`config.mk`:
```
export PLATFORM = sky130hd
export DESIGN_NAME = priority_bitmap_task_scheduler
export DESIGN_NICKNAME = d
export VERILOG_FILES = /design/src/rtl/pbts_pkg.sv /design/src/rtl/priority_bitmap_task_scheduler.sv /design/src/rtl/pbts_front.sv /design/src/rtl/pbts_queue.sv /design/src/rtl/pbts_back.sv
export SDC_FILE = /design/constraint.sdc
export NUM_CORES = 1
export LEC_CHECK = 0
export BUFFER_PORTS_ARGS = -buffer_cell sky130_fd_sc_hd__buf_2
export CORE_ASPECT_RATIO = 1.1
export CORE_UTILIZATION = 40
export DETAILED_ROUTE_END_ITERATION = 16
export GPL_TIMING_DRIVEN = 0
export HOLD_SLACK_MARGIN = 0.05
export PLACE_DENSITY = 0.6
export SLEW_MARGIN = 20
export SYNTH_ARGS = -nofsm -noshare
export SYNTH_HDL_FRONTEND = slang
export SYNTH_HIERARCHICAL = 1
export SYNTH_SLANG_ARGS = --single-unit
```
`constraint.sdc`:
```
create_clock -name i_clk -period 5.5 [get_ports i_clk]
set_input_delay 0.55 -clock i_clk [delete_from_list [all_inputs] [get_ports i_clk]]
set_output_delay 0.55 -clock i_clk [all_outputs]
set_load 0.02 [all_outputs]
```
`src/rtl/pbts_pkg.sv`:
```
// shared types and codes for the priority bitmap task scheduler
// no dependencies
`default_nettype none

package pbts_pkg;

    typedef enum logic [1:0] {
        OP_CREATE   = 2'd0,
        OP_TICK     = 2'd1,
        OP_DELAY    = 2'd2,
        OP_DISPATCH = 2'd3
    } t_op;

    typedef enum logic [2:0] {
        ST_OK       = 3'd0,
        ST_FULL     = 3'd1,
        ST_BAD_PRIO = 3'd2,
        ST_NO_CUR   = 3'd3,
        ST_NO_RUN   = 3'd4
    } t_status;

    localparam int unsigned PRIO_W  = 8;
    localparam int unsigned TIME_W  = 32;
    localparam int unsigned INDEX_W = 3;

    typedef struct packed {
        t_op                op;
        logic               prio_bad;
        logic [PRIO_W-1:0]  prio;
        logic [TIME_W-1:0]  wake;
    } t_cmd;

endpackage

`default_nettype wire

```
`src/rtl/priority_bitmap_task_scheduler.sv`:
```
// channel   direction  handshake            payload
// command   in         start, busy          i_op i_task_prio i_base_time i_period
// result    out        o_done (one cycle)   o_status ... o_tick_value
//
// create, delay and dispatch pass through the queue register and the result register to
// o_done; a tick also walks the created tasks, one task a cycle, before the pick state.
// the two-entry queue takes up to two commands ahead; busy is high while it is full.
// i_rst_n is synchronous, active low, and clears the control state; task tables are not reset.
// the receiver cannot stall; o_done is high for one cycle per result.
// top level; depends on pbts_pkg, pbts_front, pbts_queue, pbts_back
`default_nettype none

module priority_bitmap_task_scheduler #(
    parameter int unsigned TASK_COUNT = 8,
    parameter int unsigned PRIO_COUNT = 8
) (
    input  wire logic                          i_clk,
    input  wire logic                          i_rst_n,
    input  wire logic                          start,
    output logic                               busy,
    input  wire logic [1:0]                    i_op,
    input  wire logic [pbts_pkg::PRIO_W-1:0]   i_task_prio,
    input  wire logic [pbts_pkg::TIME_W-1:0]   i_base_time,
    input  wire logic [pbts_pkg::TIME_W-1:0]   i_period,
    output logic                               o_done,
    output logic [2:0]                         o_status,
    output logic [pbts_pkg::INDEX_W-1:0]       o_task_index,
    output logic                               o_need_switch,
    output logic [pbts_pkg::TIME_W-1:0]        o_wake_time,
    output logic [pbts_pkg::INDEX_W-1:0]       o_current_index,
    output logic                               o_current_valid,
    output logic [pbts_pkg::TIME_W-1:0]        o_tick_value
);

    logic           q_full, q_valid, push, pop;
    pbts_pkg::t_cmd f_cmd, q_cmd;

    pbts_front #(
        .PRIO_COUNT(PRIO_COUNT)
    ) u_front (
        .start       (start),
        .busy        (busy),
        .i_op        (i_op),
        .i_task_prio (i_task_prio),
        .i_base_time (i_base_time),
        .i_period    (i_period),
        .i_q_full    (q_full),
        .o_push      (push),
        .o_cmd       (f_cmd)
    );

    pbts_queue u_queue (
        .i_clk   (i_clk),
        .i_rst_n (i_rst_n),
        .i_push  (push),
        .i_cmd   (f_cmd),
        .i_pop   (pop),
        .o_valid (q_valid),
        .o_full  (q_full),
        .o_cmd   (q_cmd)
    );

    pbts_back #(
        .TASK_COUNT(TASK_COUNT),
        .PRIO_COUNT(PRIO_COUNT)
    ) u_back (
        .i_clk           (i_clk),
        .i_rst_n         (i_rst_n),
        .i_q_valid       (q_valid),
        .i_cmd           (q_cmd),
        .o_pop           (pop),
        .o_done          (o_done),
        .o_status        (o_status),
        .o_task_index    (o_task_index),
        .o_need_switch   (o_need_switch),
        .o_wake_time     (o_wake_time),
        .o_current_index (o_current_index),
        .o_current_valid (o_current_valid),
        .o_tick_value    (o_tick_value)
    );

endmodule

`default_nettype wire

```
`src/rtl/pbts_front.sv`:
```
// front end: accepts commands, checks priority, forms the wake sum
// depends on pbts_pkg
`default_nettype none

module pbts_front #(
    parameter int unsigned PRIO_COUNT = 8
) (
    input  wire logic                          start,
    output logic                               busy,
    input  wire logic [1:0]                    i_op,
    input  wire logic [pbts_pkg::PRIO_W-1:0]   i_task_prio,
    input  wire logic [pbts_pkg::TIME_W-1:0]   i_base_time,
    input  wire logic [pbts_pkg::TIME_W-1:0]   i_period,
    input  wire logic                          i_q_full,
    output logic                               o_push,
    output pbts_pkg::t_cmd                     o_cmd
);

    assign busy   = i_q_full;
    assign o_push = start && !i_q_full;

    always_comb begin
        o_cmd.op       = pbts_pkg::t_op'(i_op);
        o_cmd.prio     = i_task_prio;
        o_cmd.prio_bad = (i_task_prio >= pbts_pkg::PRIO_W'(PRIO_COUNT));
        o_cmd.wake     = i_base_time + i_period;
    end

endmodule

`default_nettype wire

```
`src/rtl/pbts_queue.sv`:
```
// two-entry command queue between front end and execution unit
// depends on pbts_pkg
`default_nettype none

module pbts_queue (
    input  wire logic            i_clk,
    input  wire logic            i_rst_n,
    input  wire logic            i_push,
    input  wire pbts_pkg::t_cmd  i_cmd,
    input  wire logic            i_pop,
    output logic                 o_valid,
    output logic                 o_full,
    output pbts_pkg::t_cmd       o_cmd
);

    pbts_pkg::t_cmd r_mem [2];
    logic           r_wr;
    logic           r_rd;
    logic [1:0]     r_cnt;

    assign o_valid = (r_cnt != 2'd0);
    assign o_full  = (r_cnt == 2'd2);
    assign o_cmd   = r_mem[r_rd];

    always_ff @(posedge i_clk) begin
        if (!i_rst_n) begin
            r_wr  <= 1'b0;
            r_rd  <= 1'b0;
            r_cnt <= 2'd0;
        end else begin
            if (i_push) r_wr <= ~r_wr;
            if (i_pop)  r_rd <= ~r_rd;
            case ({i_push, i_pop})
                2'b10:   r_cnt <= r_cnt + 2'd1;
                2'b01:   r_cnt <= r_cnt - 2'd1;
                default: r_cnt <= r_cnt;
            endcase
        end
    end

    always_ff @(posedge i_clk) begin
        if (i_push) r_mem[r_wr] <= i_cmd;
    end

endmodule

`default_nettype wire

```
`src/rtl/pbts_back.sv`:
```
// execution unit: task table, ready slots, tick walk and dispatch
// depends on pbts_pkg
`default_nettype none

module pbts_back #(
    parameter int unsigned TASK_COUNT = 8,
    parameter int unsigned PRIO_COUNT = 8
) (
    input  wire logic                           i_clk,
    input  wire logic                           i_rst_n,
    input  wire logic                           i_q_valid,
    input  wire pbts_pkg::t_cmd                 i_cmd,
    output logic                                o_pop,
    output logic                                o_done,
    output logic [2:0]                          o_status,
    output logic [pbts_pkg::INDEX_W-1:0]        o_task_index,
    output logic                                o_need_switch,
    output logic [pbts_pkg::TIME_W-1:0]         o_wake_time,
    output logic [pbts_pkg::INDEX_W-1:0]        o_current_index,
    output logic                                o_current_valid,
    output logic [pbts_pkg::TIME_W-1:0]         o_tick_value
);

    localparam int unsigned TW = (TASK_COUNT > 1) ? $clog2(TASK_COUNT) : 1;
    localparam int unsigned PW = (PRIO_COUNT > 1) ? $clog2(PRIO_COUNT) : 1;
    localparam int unsigned CW = $clog2(TASK_COUNT + 1);

    typedef enum logic [1:0] {S_IDLE, S_WALK, S_PICK} t_state;

    t_state                    r_state, n_state;
    logic [pbts_pkg::TIME_W-1:0] r_tick, n_tick;
    logic [CW-1:0]             r_total, n_total;
    logic [TASK_COUNT-1:0]     r_blocked, n_blocked;
    logic [PRIO_COUNT-1:0]     r_svalid, n_svalid;
    logic [PRIO_COUNT-1:0]     r_ready, n_ready;
    logic [TW-1:0]             r_run, n_run;
    logic                      r_run_v, n_run_v;
    logic                      r_sw, n_sw;
    logic [TW-1:0]             r_idx, n_idx;

    logic [PW-1:0]             r_prio  [TASK_COUNT];
    logic [pbts_pkg::TIME_W-1:0] r_wake [TASK_COUNT];
    logic [TW-1:0]             r_owner [PRIO_COUNT];

    logic                      emit;
    pbts_pkg::t_status         e_status;
    logic [TW-1:0]             e_idx;
    logic [pbts_pkg::TIME_W-1:0] e_wake;

    logic                      best_have;
    logic [PW-1:0]             best_p;
    logic [TW-1:0]             prio_addr;
    logic [PW-1:0]             prio_rd;
    logic [PW-1:0]             owner_addr;
    logic [TW-1:0]             owner_rd;
    logic [pbts_pkg::TIME_W-1:0] wake_rd;
    logic [pbts_pkg::TIME_W-1:0] wake_diff;
    logic                      due;
    logic [PW-1:0]             cmd_p;
    logic [TW-1:0]             new_idx;

    logic                      w_create, w_delay, w_wakeup;

    // highest ready priority
    always_comb begin
        best_have = 1'b0;
        best_p    = '0;
        for (int p = 0; p < PRIO_COUNT; p++) begin
            if (r_ready[p]) begin
                best_have = 1'b1;
                best_p    = PW'(p);
            end
        end
    end

    assign prio_addr  = (r_state == S_WALK) ? r_idx : r_run;
    assign prio_rd    = r_prio[prio_addr];
    assign owner_addr = (r_state == S_IDLE && i_cmd.op == pbts_pkg::OP_DELAY) ? prio_rd : best_p;
    assign owner_rd   = r_owner[owner_addr];
    assign wake_rd    = r_wake[r_idx];
    assign wake_diff  = r_tick - wake_rd;
    assign due        = r_blocked[r_idx] && !wake_diff[pbts_pkg::TIME_W-1];
    assign cmd_p      = i_cmd.prio[PW-1:0];
    assign new_idx    = r_total[TW-1:0];
    assign o_pop      = (r_state == S_IDLE) && i_q_valid;

    always_comb begin
        n_state   = r_state;
        n_tick    = r_tick;
        n_total   = r_total;
        n_blocked = r_blocked;
        n_svalid  = r_svalid;
        n_ready   = r_ready;
        n_run     = r_run;
        n_run_v   = r_run_v;
        n_sw      = r_sw;
        n_idx     = r_idx;
        emit      = 1'b0;
        e_status  = pbts_pkg::ST_OK;
        e_idx     = '0;
        e_wake    = '0;
        w_create  = 1'b0;
        w_delay   = 1'b0;
        w_wakeup  = 1'b0;
        case (r_state)
            S_IDLE: begin
                if (i_q_valid) begin
                    case (i_cmd.op)
                        pbts_pkg::OP_CREATE: begin
                            emit = 1'b1;
                            if (r_total >= CW'(TASK_COUNT)) begin
                                e_status = pbts_pkg::ST_FULL;
                            end else if (i_cmd.prio_bad) begin
                                e_status = pbts_pkg::ST_BAD_PRIO;
                            end else begin
                                w_create           = 1'b1;
                                e_idx              = new_idx;
                                n_total            = r_total + CW'(1);
                                n_svalid[cmd_p]    = 1'b1;
                                n_ready[cmd_p]     = 1'b1;
                                n_blocked[new_idx] = 1'b0;
                            end
                        end
                        pbts_pkg::OP_TICK: begin
                            n_tick  = r_tick + pbts_pkg::TIME_W'(1);
                            n_idx   = '0;
                            n_state = (r_total == '0) ? S_PICK : S_WALK;
                        end
                        pbts_pkg::OP_DELAY: begin
                            emit = 1'b1;
                            if (!r_run_v) begin
                                e_status = pbts_pkg::ST_NO_CUR;
                            end else begin
                                w_delay          = 1'b1;
                                e_wake           = i_cmd.wake;
                                n_blocked[r_run] = 1'b1;
                                if (r_svalid[prio_rd] && owner_rd == r_run) begin
                                    n_svalid[prio_rd] = 1'b0;
                                end
                                n_ready[prio_rd] = 1'b0;
                                n_sw             = 1'b1;
                            end
                        end
                        default: begin
                            emit = 1'b1;
                            if (best_have) begin
                                n_run   = owner_rd;
                                n_run_v = 1'b1;
                            end else if (!r_run_v) begin
                                e_status = pbts_pkg::ST_NO_RUN;
                            end
                            n_sw = 1'b0;
                        end
                    endcase
                end
            end
            S_WALK: begin
                if (due) begin
                    w_wakeup         = 1'b1;
                    n_svalid[prio_rd] = 1'b1;
                    n_ready[prio_rd]  = 1'b1;
                    n_blocked[r_idx]  = 1'b0;
                end
                if ((CW'(r_idx) + CW'(1)) == r_total) begin
                    n_state = S_PICK;
                end else begin
                    n_idx = r_idx + TW'(1);
                end
            end
            S_PICK: begin
                emit    = 1'b1;
                n_state = S_IDLE;
                if (best_have && (!r_run_v || owner_rd != r_run)) begin
                    n_sw = 1'b1;
                end
            end
            default: begin
                n_state = S_IDLE;
            end
        endcase
    end

    always_ff @(posedge i_clk) begin
        if (!i_rst_n) begin
            r_state   <= S_IDLE;
            r_tick    <= '0;
            r_total   <= '0;
            r_blocked <= '0;
            r_svalid  <= '0;
            r_ready   <= '0;
            r_run     <= '0;
            r_run_v   <= 1'b0;
            r_sw      <= 1'b0;
            r_idx     <= '0;
            o_done    <= 1'b0;
        end else begin
            r_state   <= n_state;
            r_tick    <= n_tick;
            r_total   <= n_total;
            r_blocked <= n_blocked;
            r_svalid  <= n_svalid;
            r_ready   <= n_ready;
            r_run     <= n_run;
            r_run_v   <= n_run_v;
            r_sw      <= n_sw;
            r_idx     <= n_idx;
            o_done    <= emit;
        end
    end

    always_ff @(posedge i_clk) begin
        if (emit) begin
            o_status        <= e_status;
            o_task_index    <= pbts_pkg::INDEX_W'(e_idx);
            o_need_switch   <= n_sw;
            o_wake_time     <= e_wake;
            o_current_index <= pbts_pkg::INDEX_W'(n_run);
            o_current_valid <= n_run_v;
            o_tick_value    <= n_tick;
        end
    end

    always_ff @(posedge i_clk) begin
        if (w_create) begin
            r_prio[new_idx] <= cmd_p;
            r_wake[new_idx] <= '0;
            r_owner[cmd_p]  <= new_idx;
        end
        if (w_delay) begin
            r_wake[r_run] <= i_cmd.wake;
        end
        if (w_wakeup) begin
            r_owner[prio_rd] <= r_idx;
        end
    end

endmodule

`default_nettype wire

```
==> impl_table.tex <==
\begin{tabular}{lr}
\hline
Metric & Value \\
\hline
\multicolumn{2}{l}{\textbf{Placed design}} \\
Instance count after placement with tap cells included & 2572 \\
Number of buffers added on ports & 148 \\
HPWL reported at the end of detailed placement & 39700 um \\
Last weighted congestion value of the routability-driven placer & 0.927 \\
Worst setup slack before clock tree synthesis & -0.285 ns \\
Placed standard-cell area & 0.0258 mm2 \\
\multicolumn{2}{l}{\textbf{Global routing}} \\
First-pass GRT wire length & 84100 um \\
GRT Util Overall & 18.2\% \\
Pin count of the biggest net entering global routing & 30 \\
Number of global-route vias before repair & 14832 \\
Antenna violations before repair & 0 \\
Sum of overflow across all layers after global routing & 0 \\
\multicolumn{2}{l}{\textbf{Hold path}} \\
Start point of the worst hold path & i\_task\_prio[0] \\
Worst hold path stage count & 1 \\
Tightest Hold Check Type & in2reg \\
End of the worst hold path & u\_queue/r\_mem[1][32]\$\_DFFE\_PP\_ \\
\multicolumn{2}{l}{\textbf{Setup path}} \\
Cell mode on critical path & sky130\_fd\_sc\_hd\_\_nand4\_1 \\
Startpoint class of the critical path & flop \\
Highest cell delay on the worst timing path & 0.57 ns \\
FF-to-FF End & u\_back/r\_owner[3][2]\$\_DFFE\_PP\_ \\
Start-to-end type of the worst setup path & reg2reg \\
Critical path, cell by cell & buf\_2 > clkdlybuf4s15\_2 > mux4\_2 > mux2i\_1 > ha\_1 > nand4\_1 > nor2\_1 > and4\_1 > nand4\_1 > o221ai\_1 > nor3\_1 > nor4b\_4 > o21ai\_0 > o22ai\_1 \\
Number of cells traversed by the worst register-to-register path & 14 \\
Critical Path End Type & flop \\
Crit-path max FO & 10 \\
R2R setup slack & 0.41 ns \\
Crit-path slowest cell & sky130\_fd\_sc\_hd\_\_mux4\_2 \\
Critical path data arrival time & 5.33 ns \\
WP data required & 5.74 ns \\
\multicolumn{2}{l}{\textbf{Finish}} \\
Area grow syn2layout & 15.7\% \\
Combined flip-flop and latch cell area & 0.0151 mm2 \\
Number of filler cells placed in the layout & 5147 \\
Diodes inserted & 0 \\
Final net count & 2014 \\
Multi-input gate area in the final layout & 0.00825 mm2 \\
Non-filler cells, final & 2670 \\
Fin area & 0.0274 mm2 \\
Share of cells above drive strength 1 & 21.5\% \\
\multicolumn{2}{l}{\textbf{Drt}} \\
Routed WL & 54400 um \\
Met2 wire len & 27100 um \\
Highest metal layer with signal wires & met4 \\
WL per Instance & 20.4 um \\
Wire length on met3 & 2360 um \\
DR vias & 14371 \\
Router iterations before antenna repair & 11 \\
DRT antenna net count & 0 \\
Residual DRC & 6 \\
Starting DRC count in detailed routing & 953 \\
WL met1 & 23800 um \\
Via density per instance & 5.38 \\
\multicolumn{2}{l}{\textbf{Floorplan}} \\
Chip height & 257 um \\
Std-Cell Core Area & 0.0585 mm2 \\
Initial standard-cell utilization of the core & 40.5\% \\
\# rows & 93 \\
Die ar. & 0.0603 mm2 \\
Die span in x & 234 um \\
I/O pin count & 154 \\
\multicolumn{2}{l}{\textbf{Yosys}} \\
Post-Syn Area per Cell & 14.4 um2 \\
Mapped Nets & 1795 \\
Mapped Cells & 1651 \\
Post-Synthesis Cell Area & 0.0237 mm2 \\
Warnings from Yosys & 6 \\
\multicolumn{2}{l}{\textbf{STA}} \\
Remaining max-slew budget at the tightest pin & 34.9\% \\
Peak clock frequency supported by timing & 196 MHz \\
Fin worst setup slack & 0.407 ns \\
Time the worst path needs with I/O delays and setup & 5.09 ns \\
Worst Tran Pin Value & 0.976 ns \\
Share of the cycle needed by the critical path after routing & 92.6\% \\
Maximum clock skew at final layout & 0.0268 ns \\
RSZ-0062 raised after global routing & no \\
Post-route setup TNS & 0 ns \\
Hold Vio Cnt, Final & 0 \\
Final setup vio count & 0 \\
Hold WS & 0.149 ns \\
Number of max-slew violations in the final report & 0 \\
\multicolumn{2}{l}{\textbf{Clocking}} \\
Post-CTS clock slew at the launch and capture registers of the worst setup and hold paths & 0.06 ns \\
Clock sink count & 526 \\
CTS Buffer Depth & 3 \\
Clock buffers created by TritonCTS & 51 \\
TritonCTS clock tree & yes \\
Hold buffer count at CTS & 0 \\
CTS H-tree lvls & 2 \\
Clock network latency to the later pin of the worst-skew pair & 0.61 ns \\
Root Buffer & sky130\_fd\_sc\_hd\_\_clkbuf\_16 \\
\multicolumn{2}{l}{\textbf{Job}} \\
Max\_cap viols & 0 \\
\multicolumn{2}{l}{\textbf{Run status}} \\
Run status & finished, violations left \\
Violations in the final reports & design-rule violations \\
\multicolumn{2}{l}{\textbf{Pwr}} \\
Cell Pwr Density & 392 mW/mm2 \\
Total leakage power & 9.83 nW \\
Maximum resistive drop on vdd & 205 uV \\
\hline
\end{tabular}
==> metal layers <==
layer	GRT usage [%]	vias to the layer above
li1	-	6768
met1	23.7	7151
met2	31.3	384
met3	2.38	68
met4	5.56	0
met5	0	-
==> worst max-delay path, delay by kind of cell (launching register included) <==
kind | cells | cell delay (ns)
buf+inv | 2 | 0.79
simple gates | 6 | 1.23
flops | 1 | 0.32
fa+ha+maj | 1 | 0.23
mux | 2 | 1.03
compound gates | 3 | 1.12
==> stage by stage <==
stage / util, % / power, mW
6_report: 46.9 / 10.8
5_1_grt: 46.9 / 11.2
4_1_cts: 46.8 / 10.9
3_5_place_dp: 44.1 / 7.55
3_3_place_gp: 43.4 / 7.46
2_1_floorplan: - / 6.70
==> report_power, final <==
group | internal (mW) | switching (mW)
Sequential | 4.82 | 0.151
Clock | 1.82 | 1.47
Combinational | 0.888 | 1.60
==> cells in the final DEF, fill, tap and decap left out, types with 5 or more instances in the layout <==
cell	n
sky130_fd_sc_hd__nand4_1	23
sky130_fd_sc_hd__clkinv_1	8
sky130_fd_sc_hd__nor2_4	10
sky130_fd_sc_hd__ha_1	66
sky130_fd_sc_hd__o22ai_1	9
sky130_fd_sc_hd__o221ai_1	5
sky130_fd_sc_hd__clkbuf_1	62
sky130_fd_sc_hd__nor3b_1	14
sky130_fd_sc_hd__nor2b_1	15
sky130_fd_sc_hd__edfxtp_1	455
sky130_fd_sc_hd__xor2_1	19
sky130_fd_sc_hd__o211ai_1	16
sky130_fd_sc_hd__nand2_1	94
sky130_fd_sc_hd__clkbuf_16	51
sky130_fd_sc_hd__inv_1	23
sky130_fd_sc_hd__buf_16	6
sky130_fd_sc_hd__a21oi_1	53
sky130_fd_sc_hd__mux2i_1	53
sky130_fd_sc_hd__buf_2	162
sky130_fd_sc_hd__buf_12	8
sky130_fd_sc_hd__and2_1	107
sky130_fd_sc_hd__buf_6	5
sky130_fd_sc_hd__nor2_1	88
sky130_fd_sc_hd__dfxtp_1	71
sky130_fd_sc_hd__nand3_1	24
sky130_fd_sc_hd__mux4_2	63
sky130_fd_sc_hd__a21o_1	25
sky130_fd_sc_hd__and3_1	15
sky130_fd_sc_hd__o21a_1	7
sky130_fd_sc_hd__nand2b_1	12
sky130_fd_sc_hd__buf_4	11
sky130_fd_sc_hd__xnor2_1	50
sky130_fd_sc_hd__a211oi_1	12
sky130_fd_sc_hd__a31oi_1	29
sky130_fd_sc_hd__mux2_2	43
sky130_fd_sc_hd__clkinv_2	8
sky130_fd_sc_hd__o21ai_0	37
sky130_fd_sc_hd__nor3_1	29
==> layout make-up <==
| class | count | area share [%] |
|---|---|---|
| flip-flops and latches | 526 | 55.0 |
| clock buffers | 72 | 5.09 |
| well taps | 760 | 3.47 |
| multi-input cells | 1022 | 30.1 |
| repair buffers | 166 | 4.00 |
| clock inverters | 21 | 0.584 |
| plain buffers | 80 | 1.51 |
| inverters | 23 | 0.315 |
==> sequential cells by signal, summed over array words and instances, names as in the netlist, 2 cells and up, named ones only <==
name / flops
u_back/r_idx: 3
u_back/r_wake: 256
u_back/o_wake_time: 32
u_back/r_tick: 32
u_back/r_ready: 8
u_back/r_run: 3
u_back/r_state: 2
u_back/o_task_index: 3
u_back/o_current_index: 3
u_back/r_blocked: 8
u_queue/r_mem: 76
u_back/o_tick_value: 32
u_back/o_status: 3
u_back/r_total: 4
u_back/r_owner: 24
u_back/r_prio: 24
u_queue/r_cnt: 2
==> repair_timing <==
action,4_1_cts,5_1_grt
buffers inserted,2,3
pin swaps,0,2
setup endpoints to repair,21,135
endpoints found under the hold margin,0,0
resized for setup,8,3
==> how the worst max path moves through the flow <==
stage	start	to	slack, ns
6_report	flop	u_back/r_owner[3][2]$_DFFE_PP_	0.41
5_1_grt	flop	u_back/r_owner[3][2]$_DFFE_PP_	0.09
4_1_cts	flop	u_back/r_wake[1][2]$_DFFE_PP_	0.01
3_5_place_dp	flop	u_back/r_owner[3][2]$_DFFE_PP_	-0.28
3_3_place_gp	flop	u_back/o_wake_time[27]$_SDFFCE_PN0P_	-1.84
2_1_floorplan	flop	u_back/o_current_index[0]$_DFFE_PP_	0.52
Power figures use the tool's default switching activity.
